<file path="src/rtl/bsr_pkg.sv">
`timescale 1ns / 1ps
`default_nettype none

package bsr_pkg;

    // fixed width of the root result field
    localparam int ROOT_W = 24;

    // default fixed-point format, signed Q16.16
    localparam int DEF_FRAC_BITS  = 16;
    localparam int DEF_DATA_WIDTH = 32;

    // control that travels along the cell chain next to the data
    typedef struct packed {
        logic valid;
        logic neg;
    } t_ctrl;

endpackage

`default_nettype wire

</file>
<file path="src/rtl/bsr_cell.sv">
`timescale 1ns / 1ps
`default_nettype none

module bsr_cell #(
    parameter int PAIRS = 24
) (
    input  wire                  i_clk,
    input  wire                  i_rst_n,
    input  bsr_pkg::t_ctrl       i_ctrl,
    input  wire [PAIRS+1:0]      i_rem,
    input  wire [PAIRS-1:0]      i_root,
    input  wire [2*PAIRS-1:0]    i_rad,
    output bsr_pkg::t_ctrl       o_ctrl,
    output logic [PAIRS+1:0]     o_rem,
    output logic [PAIRS-1:0]     o_root,
    output logic [2*PAIRS-1:0]   o_rad
);
    import bsr_pkg::*;

    localparam int REM_W = PAIRS + 2;
    localparam int RAD_W = 2 * PAIRS;

    logic [REM_W-1:0] n_rem;
    logic [PAIRS-1:0] n_root;
    logic [RAD_W-1:0] n_rad;
    logic [REM_W-1:0] rem_sh;
    logic [REM_W-1:0] trial;
    logic             fits;

    t_ctrl            r_ctrl;
    logic [REM_W-1:0] r_rem;
    logic [PAIRS-1:0] r_root;
    logic [RAD_W-1:0] r_rad;

    // bring down the next two radicand bits and try the next root bit
    always_comb begin
        rem_sh = {i_rem[REM_W-3:0], i_rad[RAD_W-1:RAD_W-2]};
        trial  = {i_root, 2'b01};
        fits   = (rem_sh >= trial);
        n_rem  = fits ? (rem_sh - trial) : rem_sh;
        n_root = {i_root[PAIRS-2:0], fits};
        n_rad  = {i_rad[RAD_W-3:0], 2'b00};
    end

    // control moves to the neighbor every cycle
    always_ff @(posedge i_clk) begin
        if (!i_rst_n) begin
            r_ctrl <= '0;
        end else begin
            r_ctrl <= i_ctrl;
        end
    end

    // data registers follow a valid item only
    always_ff @(posedge i_clk) begin
        if (i_ctrl.valid) begin
            r_rem  <= n_rem;
            r_root <= n_root;
            r_rad  <= n_rad;
        end
    end

    assign o_ctrl = r_ctrl;
    assign o_rem  = r_rem;
    assign o_root = r_root;
    assign o_rad  = r_rad;

endmodule

`default_nettype wire

</file>
<file path="src/rtl/bitwise_square_root.sv">
`timescale 1ns / 1ps
`default_nettype none

// channel    | ports                                | transfer when
// -----------+--------------------------------------+----------------------------
// operand in | start, busy, i_operand               | start high while busy low
// result out | o_done, o_root, o_negative_error     | o_done high, one cycle
//
// one item runs through a row of PAIRS = (DATA_WIDTH+FRAC_BITS+1)/2 cells,
// one root bit per cell and cycle, then the output register. busy stays high
// while the item is in any cell and drops in the cycle that o_done is high, so
// the row holds one item at a time; a new operand can be taken in that cycle.
// reset clears the valid flags along the chain and holds busy high while asserted.
// the receiver cannot stall: o_done is a single-cycle strobe.

module bitwise_square_root #(
    parameter int FRAC_BITS  = bsr_pkg::DEF_FRAC_BITS,
    parameter int DATA_WIDTH = bsr_pkg::DEF_DATA_WIDTH
) (
    input  wire                           i_clk,
    input  wire                           i_rst_n,
    input  wire                           start,
    output logic                          busy,
    input  wire signed [DATA_WIDTH-1:0]   i_operand,
    output logic [bsr_pkg::ROOT_W-1:0]    o_root,
    output logic                          o_negative_error,
    output logic                          o_done
);
    import bsr_pkg::*;

    localparam int TOTAL = DATA_WIDTH + FRAC_BITS;
    localparam int PAIRS = (TOTAL + 1) / 2;
    localparam int REM_W = PAIRS + 2;
    localparam int RAD_W = 2 * PAIRS;

    t_ctrl            chain_ctrl [PAIRS+1];
    logic [REM_W-1:0] chain_rem  [PAIRS+1];
    logic [PAIRS-1:0] chain_root [PAIRS+1];
    logic [RAD_W-1:0] chain_rad  [PAIRS+1];
    logic [PAIRS-1:0] valid_vec;

    logic              accept;
    logic [ROOT_W-1:0] root_sat;
    logic [ROOT_W-1:0] n_root;

    logic              r_done;
    logic              r_neg;
    logic [ROOT_W-1:0] r_root;

    // operand transfer feeds the first cell
    assign accept              = start && !busy;
    assign chain_ctrl[0].valid = accept;
    assign chain_ctrl[0].neg   = i_operand[DATA_WIDTH-1];
    assign chain_rem[0]        = '0;
    assign chain_root[0]       = '0;
    assign chain_rad[0]        = RAD_W'($unsigned(i_operand)) << FRAC_BITS;

    // row of root cells, one per radicand bit pair
    for (genvar g = 0; g < PAIRS; g++) begin : g_cell
        bsr_cell #(
            .PAIRS (PAIRS)
        ) u_cell (
            .i_clk   (i_clk),
            .i_rst_n (i_rst_n),
            .i_ctrl  (chain_ctrl[g]),
            .i_rem   (chain_rem[g]),
            .i_root  (chain_root[g]),
            .i_rad   (chain_rad[g]),
            .o_ctrl  (chain_ctrl[g+1]),
            .o_rem   (chain_rem[g+1]),
            .o_root  (chain_root[g+1]),
            .o_rad   (chain_rad[g+1])
        );
        assign valid_vec[g] = chain_ctrl[g+1].valid;
    end

    // final remainder is not needed
    logic unused_rem;
    assign unused_rem = ^{chain_rem[PAIRS], chain_rad[PAIRS]};

    assign busy = (|valid_vec) || !i_rst_n;

    // clamp the root into its field
    if (PAIRS > ROOT_W) begin : g_sat
        assign root_sat = (|chain_root[PAIRS][PAIRS-1:ROOT_W]) ? '1
                                                             : chain_root[PAIRS][ROOT_W-1:0];
    end else begin : g_nosat
        assign root_sat = ROOT_W'(chain_root[PAIRS]);
    end

    assign n_root = chain_ctrl[PAIRS].neg ? '0 : root_sat;

    // result strobe
    always_ff @(posedge i_clk) begin
        if (!i_rst_n) begin
            r_done <= 1'b0;
        end else begin
            r_done <= chain_ctrl[PAIRS].valid;
        end
    end

    // result payload
    always_ff @(posedge i_clk) begin
        if (chain_ctrl[PAIRS].valid) begin
            r_root <= n_root;
            r_neg  <= chain_ctrl[PAIRS].neg;
        end
    end

    assign o_done           = r_done;
    assign o_root           = r_root;
    assign o_negative_error = r_neg;

endmodule

`default_nettype wire

</file>
<file path="config.mk">
export PLATFORM = sky130hd
export DESIGN_NAME = bitwise_square_root
export DESIGN_NICKNAME = d
export VERILOG_FILES = /design/src/rtl/bsr_pkg.sv /design/src/rtl/bsr_cell.sv /design/src/rtl/bitwise_square_root.sv
export SDC_FILE = /design/constraint.sdc
export NUM_CORES = 2
export LEC_CHECK = 0
export BUFFER_PORTS_ARGS = -buffer_cell sky130_fd_sc_hd__buf_2
export CAP_MARGIN = 40
export CELL_PAD_IN_SITES_DETAIL_PLACEMENT = 1
export CELL_PAD_IN_SITES_GLOBAL_PLACEMENT = 1
export CORE_ASPECT_RATIO = 0.8
export CORE_MARGIN = 2
export CORE_UTILIZATION = 53
export DETAILED_ROUTE_END_ITERATION = 8
export PLACE_DENSITY_LB_ADDON = 0.1
export REMOVE_ABC_BUFFERS = 1
export SLEW_MARGIN = 5
export SYNTH_ARGS = -nofsm -noshare
export SYNTH_HDL_FRONTEND = slang
export SYNTH_SLANG_ARGS = --single-unit
export TNS_END_PERCENT = 30
</file>
<file path="constraint.sdc">
create_clock -name i_clk -period 4.45 [get_ports i_clk]
set_input_delay 0.6675 -clock i_clk [delete_from_list [all_inputs] [get_ports i_clk]]
set_output_delay 0.6675 -clock i_clk [all_outputs]
set_load 0.02 [all_outputs]
</file>
Word level (Yosys, flattened, before mapping)

Cells that the tools add are included.

Bits in registers: 1145
Input port bits: 35
Output and inout bits: 27
Word-level logic and storage cells: 196

$add $sub $neg: 23
Magnitude comparators: 24
Multiplexer cells: 23
Reduce and logical (&&, ||, !) cells: 5

Operator list:

| cell             | count |
|---|---|
| $mux 24          | 22 |
| $ge 26x10->1     | 1 |
| $ge 26x11->1     | 1 |
| $ge 26x12->1     | 1 |
| $ge 26x13->1     | 1 |
| $ge 26x14->1     | 1 |
| $ge 26x15->1     | 1 |
| $ge 26x16->1     | 1 |
| $ge 26x17->1     | 1 |
| $ge 26x18->1     | 1 |
| $ge 26x19->1     | 1 |
| $ge 26x20->1     | 1 |
| $ge 26x21->1     | 1 |
| $ge 26x22->1     | 1 |
| $ge 26x23->1     | 1 |
| $ge 26x24->1     | 1 |
| $ge 26x25->1     | 1 |
| $ge 26x3->1      | 1 |
| $ge 26x4->1      | 1 |
| $ge 26x5->1      | 1 |
| $ge 26x6->1      | 1 |
| $ge 26x7->1      | 1 |
| $ge 26x8->1      | 1 |
| $ge 26x9->1      | 1 |
| other kinds (29) | 30 |

Depth between registers and ports, before layout

Word-level depth: 4
Gate-level depth with buffers: 15
Mapped depth without buffers: 13

Cells and area by module

Synthesis repeated with hierarchy kept, for this count alone.

Cell total of the unflattened synthesis: 8784
Area, all modules: 117731.7 sq um

By module, submodules not included:

| module                           | times used | cells each | area each (sq um) | seq. area each (sq um) |
|---|---|---|---|---|
| bsr_cell (g_cell[19].u_cell ...) | 14         | 357        | 4810.9            | 2922.8 |
| bsr_cell (g_cell[10].u_cell ...) | 9          | 370        | 4947.2            | 2922.8 |
| bsr_cell (g_cell[0].u_cell)      | 1          | 390        | 4822.1            | 2922.8 |
| bitwise_square_root              | 1          | 66         | 1032.2            | 770.7 |

Least setup slack after synthesis

No wires, ideal clock.

Path type: reg-to-reg
Start point: reg g_cell[1].u_cell.r_ctrl, in the netlist g_cell[1].u_cell.o_ctrl[1]
End point: reg g_cell[0].u_cell.r_rad[18], enable pin
Library setup time: 425 ps
Arrival time: 3366 ps
Data required time: 4025 ps
Slack: 659 ps
Cell stages (with the launch flop): 5
Period minus slack after synthesis: 3791 ps
Cell sequence: dfxtp_1 > nor4b_1 > nand4_1 > nand4b_1 > nor2_1

Word-level cells in the longest chain between the ends: 4

RTL lines:

| what                   | RTL line                  | source |
|---|---|---|
| start, declared        | bsr_cell.sv:30            | `t_ctrl r_ctrl;` |
| start signal, assigned | bsr_cell.sv:50            | `r_ctrl <= i_ctrl;` |
| $reduce_or 24->1       | bitwise_square_root.sv:81 | `assign busy = (\|valid_vec) \|\| !i_rst_n;` |
| $logic_or 1x1->1       | bitwise_square_root.sv:81 |  |
| via busy               | bitwise_square_root.sv:23 | `output logic busy,` |
| $logic_not 1->1        | bitwise_square_root.sv:51 | `assign accept = start && !busy;` |
| $logic_and 1x1->1      | bitwise_square_root.sv:51 |  |
| via accept             | bitwise_square_root.sv:42 | `logic accept;` |
| end signal, assigned   | bsr_cell.sv:59            | `r_rad <= n_rad;` |
| end, declared          | bsr_cell.sv:33            | `logic [RAD_W-1:0] r_rad;` |

The timed path passes the listed nets, and every way through them passes these cells.
A chain may end at the register's enable or synchronous reset.

Worst setup path after layout

Start point: reg g_cell[17].u_cell.r_rem[0]
End point: reg g_cell[18].u_cell.r_rem[5], data pin

Word-level cells in the longest chain between the ends: 2
Elaborated cells on any way between the ends: 3

RTL lines:

| what                                                  | RTL line                       | source |
|---|---|---|
| start, declared                                       | bsr_cell.sv:31                 | `logic [REM_W-1:0] r_rem;` |
| start signal, assigned                                | bsr_cell.sv:57                 | `r_rem <= n_rem;` |
| $sub 24x20->24 / $ge 26x20->1 (equally long branches) | bsr_cell.sv:40, bsr_cell.sv:39 |  |
| $mux 24 *                                             | bsr_cell.sv:40                 | `n_rem = fits ? (rem_sh - trial) : rem_sh;` |
| via g_cell[18].u_cell.n_rem[5]                        | bsr_cell.sv:23                 | `logic [REM_W-1:0] n_rem;` |
| end signal, assigned                                  | bsr_cell.sv:57                 |  |
| end, declared                                         | bsr_cell.sv:31                 |  |

The timed path passes the listed nets; every way through them passes the cells marked *.

==> summary.md <==
| Metric | Value |
|---|---|
| Status | `finished, final reports clean` |
| #FFs+latches synth | `1129` |
| Most common cell in the synthesized netlist | `edfxtp_1` |
| Skew-Pair Late Insertion Delay | `740 ps` |
| Crit path launch | `g_cell[17].u_cell.o_rem[0]$_SDFFCE_PP0P_` |
| Vias in the first global route | `36180` |
| RR Endpoint | `g_cell[18].u_cell.o_rem[5]$_DFFE_PP_` |
| IO Pins | `62` |
| CTS root buf | `clkbuf_16` |
| Grt ovf | `0` |
| Initial antenna violation count | `3` |
| Cells after DPL | `5924` |
| CTS sink count | `around 1100` |
| Wire per inst | `between 20 and 25 µm` |
| CP Capture Point | `g_cell[18].u_cell.o_rem[5]$_DFFE_PP_` |
| Seq pwr share | `54.0%` |
| Max IR drop VDD | `360.3 µV` |
| Post-Route WL | `between 100000 and 150000 µm` |
| DRT iter0 DRCs | `approximately 2300` |
| First-pass GRT wire length | `199400 µm` |
| Setup slack, reg-to-reg | `between 300 and 400 ps` |
| Post-CTS sizing | `0` |
| P&R area growth vs syn | `10.90%` |
| M1 GR Usage | `33.74%` |
| Power per Cell Area | `352.8 nW/µm²` |
| GRT met2 Usage | `38.04%` |
| Total power | `around 0.022 W` |
| Fillers | `10330` |
| Largest cells by area after synthesis | `edfxtp_1 (59%), ha_1 (7.1%), xor2_1 (3.3%)` |
| Vias per std cell | `5.642` |
| HP Class | `primary input to register` |
| F_max | `241.8 MHz` |
| Hold Path Stages | `1` |
| Die height | `292.1 µm` |
| Worst-case reg-to-reg path depth | `12` |
| DRC Markers | `0` |
| Relative slew margins | `between 30% and 40%` |
| Pin count of the biggest net entering global routing | `55` |
| Multi-input logic area | `19740 µm²` |
| CP Class | `register to register` |
| Post-route ant nets | `0` |
| GRT busiest layer | `met2` |
| Tmin final | `4136 ps` |
| Hold Fails Final Rpt | `0` |
| Layout cell share with drive strength beyond 1 | `approximately 8.9%` |
| Register Area | `33440 µm²` |
| Pre-Repair DR Iteration Count | `5` |
| Row cnt | `105` |
| Layout Nets | `4999` |
| Logic pwr share | `0.9%` |
| Crit path setup slack, layout | `314.4 ps` |
| Chip width | `364.1 µm` |
| Clock power share | `45.2%` |
| Cell leakage power | `23.42 nW` |
| Diodes inserted | `0` |
| Syn_area_per_cell | `about 12 µm²` |
| H-tree depth | `3` |
| P_int | `0.01719 W` |
| Switching Power | `0.004329 W` |
| Clock buffer depth | `3` |
| Post-synth top area share | `58.97%` |
| RSZ-0062 raised after global routing | `false` |
| Post-synth EDFFs | `1080` |
| Worst r2r src | `g_cell[17].u_cell.o_rem[0]$_SDFFCE_PP0P_` |
| Synth area leader | `edfxtp_1` |
| Hold Worst Slack | `107.9 ps` |
| Cells after Synth | `between 4000 and 5000` |
| Total of warnings raised by yosys | `0` |
| Final setup fails | `0` |
| Setup Skew | `35.75 ps` |
| Placed Area | `roughly 57000 µm²` |
| Distinct cells, synth | `around 100` |
| Post-CTS Setup Bufs | `0` |
| Startpoint Class | `register` |
| Crit-path max FO | `15` |
| Core ar. | `102700 µm²` |
| Worst-path clk slew | `about 70 ps` |
| Dpl ws | `381.2 ps` |
| Post-Syn Area | `approximately 55000 µm²` |
| Critical path endpoint category | `register` |
| Cts hold-fix bufs | `0` |
| Final Cycle Share | `92.94%` |
| Max-cap violations | `0` |
| Via count | `34620` |
| GRT met3 Usage | `3.807%` |
| GRT Total Usage | `23.57%` |
| IO buf count | `61` |
| Commonest cells in the netlist | `edfxtp_1 (1080), inv_1 (410), ha_1 (310)` |
| Sw Share | `between 20% and 30%` |
| Initial Util | `53.53%` |
| Worst-Margin Slew | `approximately 900 ps` |
| Required time of the critical path | `slightly below 5000 ps` |
| Non-Filler Instances | `6136` |
| Hpwl dp | `a little over 90000 µm` |
| Post-synthesis sequential area ratio | `60.76%` |
| Worst Path Arrival | `4580 ps` |
| Slew Limit Fails | `0` |
| CTS tree | `yes` |
| Top FF cell, synth | `edfxtp_1` |
| GPL Wtd Cong | `0.8431` |
| Num CTS Buffers | `roughly 110` |
| Post-route cell area | `around 61000 µm²` |
| Die footprint | `106400 µm²` |
| Async S/R FF share, synth | `0%` |
==> layout by cell type, fill, tap and decap left out, drive strengths merged, types with 22 or more instances in the layout <==
master / synthesis / final
a21o: 96 / 96
or3: 55 / 55
o21ai: 274 / 274
nand3: 77 / 77
clkbuf: 39 / 146
nand2: 309 / 309
a211oi: 33 / 33
dfxtp: 49 / 49
clkinv: 0 / 47
a21oi: 248 / 248
or2: 26 / 26
nor2: 261 / 261
nand2b: 56 / 56
edfxtp: 1080 / 1080
and3: 22 / 22
nor4: 68 / 68
and2: 63 / 63
nand4: 38 / 38
o21a: 69 / 69
nor3: 122 / 122
inv: 415 / 417
ha: 310 / 310
o31ai: 38 / 38
xnor2: 170 / 170
mux2: 46 / 46
buf: 32 / 118
xor2: 207 / 207
nor2b: 74 / 74
==> metal layers <==
metal  wire (µm)  vias to the layer above
li1            -                    16670
met1       58650                    17210
met2       58580                      559
met3        5049                      178
met4        2486                        2
met5          18                        -
==> power groups by stage <==
stage | combinational (W) | sequential [W] | clock, W
final | 0.000183 | 0.0116 | 0.00972
after detailed placement | 0.000183 | 0.0118 | 0
after global routing | 0.000203 | 0.0116 | 0.0103
after global placement | 0.000173 | 0.0118 | 0
after CTS | 0.000185 | 0.0116 | 0.00993
after floorplan | 0.0000873 | 0.0118 | 0
==> flip-flops by register name, indices dropped and copies added (netlist names) <==
name and flops:
g_cell.u_cell.o_root 300, g_cell.u_cell.o_rad 240, o_done 1, o_negative_error 1, g_cell.u_cell.o_rem 515, o_root 24, g_cell.u_cell.o_ctrl 48
==> kinds of logic (layout without fill, tap and decap cells) <==
family	count (synthesis)	after routing	synth area share [%]
adder cells (fa/ha/maj)	317	317	7.308
AND/OR/NAND/NOR	1230	1230	11.35
XOR/XNOR	377	377	6.018
other	1	1	0.006819
AO/OA/AOI/OAI	890	890	9.995
flip-flops	1129	1129	60.76
multiplexers	56	56	1.131
buffers and inverters	486	745	3.438
==> worst max-delay path, stage by stage, from the launching register on <==
cell	delay, ps
edfxtp_1	450
ha_1	250
inv_1	70
fa_1	220
nor2b_1	90
o31ai_1	470
a21oi_1	260
a221o_1	420
a221oi_2	300
o21ai_1	200
a211oi_4	670
buf_4	320
o21ai_0	130
==> final cells by class <==
type                    count  area share, %
multi-input cells        2871          32.37
flip-flops and latches   1129          54.83
clock inverters            66          1.239
repair buffers            118          1.215
inverters                 415          2.554
well taps                1391          2.854
clock buffers             146          4.938
==> worst min path at each step <==
stage	startpoint	slack (ps)	end
global placement	g_cell[3].u_cell.o_rad[39]$_DFFE_PP_	400	g_cell[4].u_cell.o_rad[41]$_DFFE_PP_
global route	i_operand[23]	60	g_cell[0].u_cell.o_rad[41]$_DFFE_PP_
detailed placement	g_cell[9].u_cell.o_rad[38]$_DFFE_PP_	410	g_cell[10].u_cell.o_rad[40]$_DFFE_PP_
floorplan	g_cell[9].u_cell.o_rad[36]$_DFFE_PP_	400	g_cell[10].u_cell.o_rad[38]$_DFFE_PP_
CTS	i_operand[23]	50	g_cell[0].u_cell.o_rad[41]$_DFFE_PP_
finish	i_operand[28]	110	g_cell[0].u_cell.o_rad[46]$_DFFE_PP_
==> through the flow <==
stage	setup TNS, ps	utilization (%)
final	0	59.36
after global routing	0	59.36
after CTS	0	59.36
after detailed placement	0	55.70
after global placement	0	55.68
after floorplan	-85.89	-
Note: power is estimated with default switching activity, not from simulation.
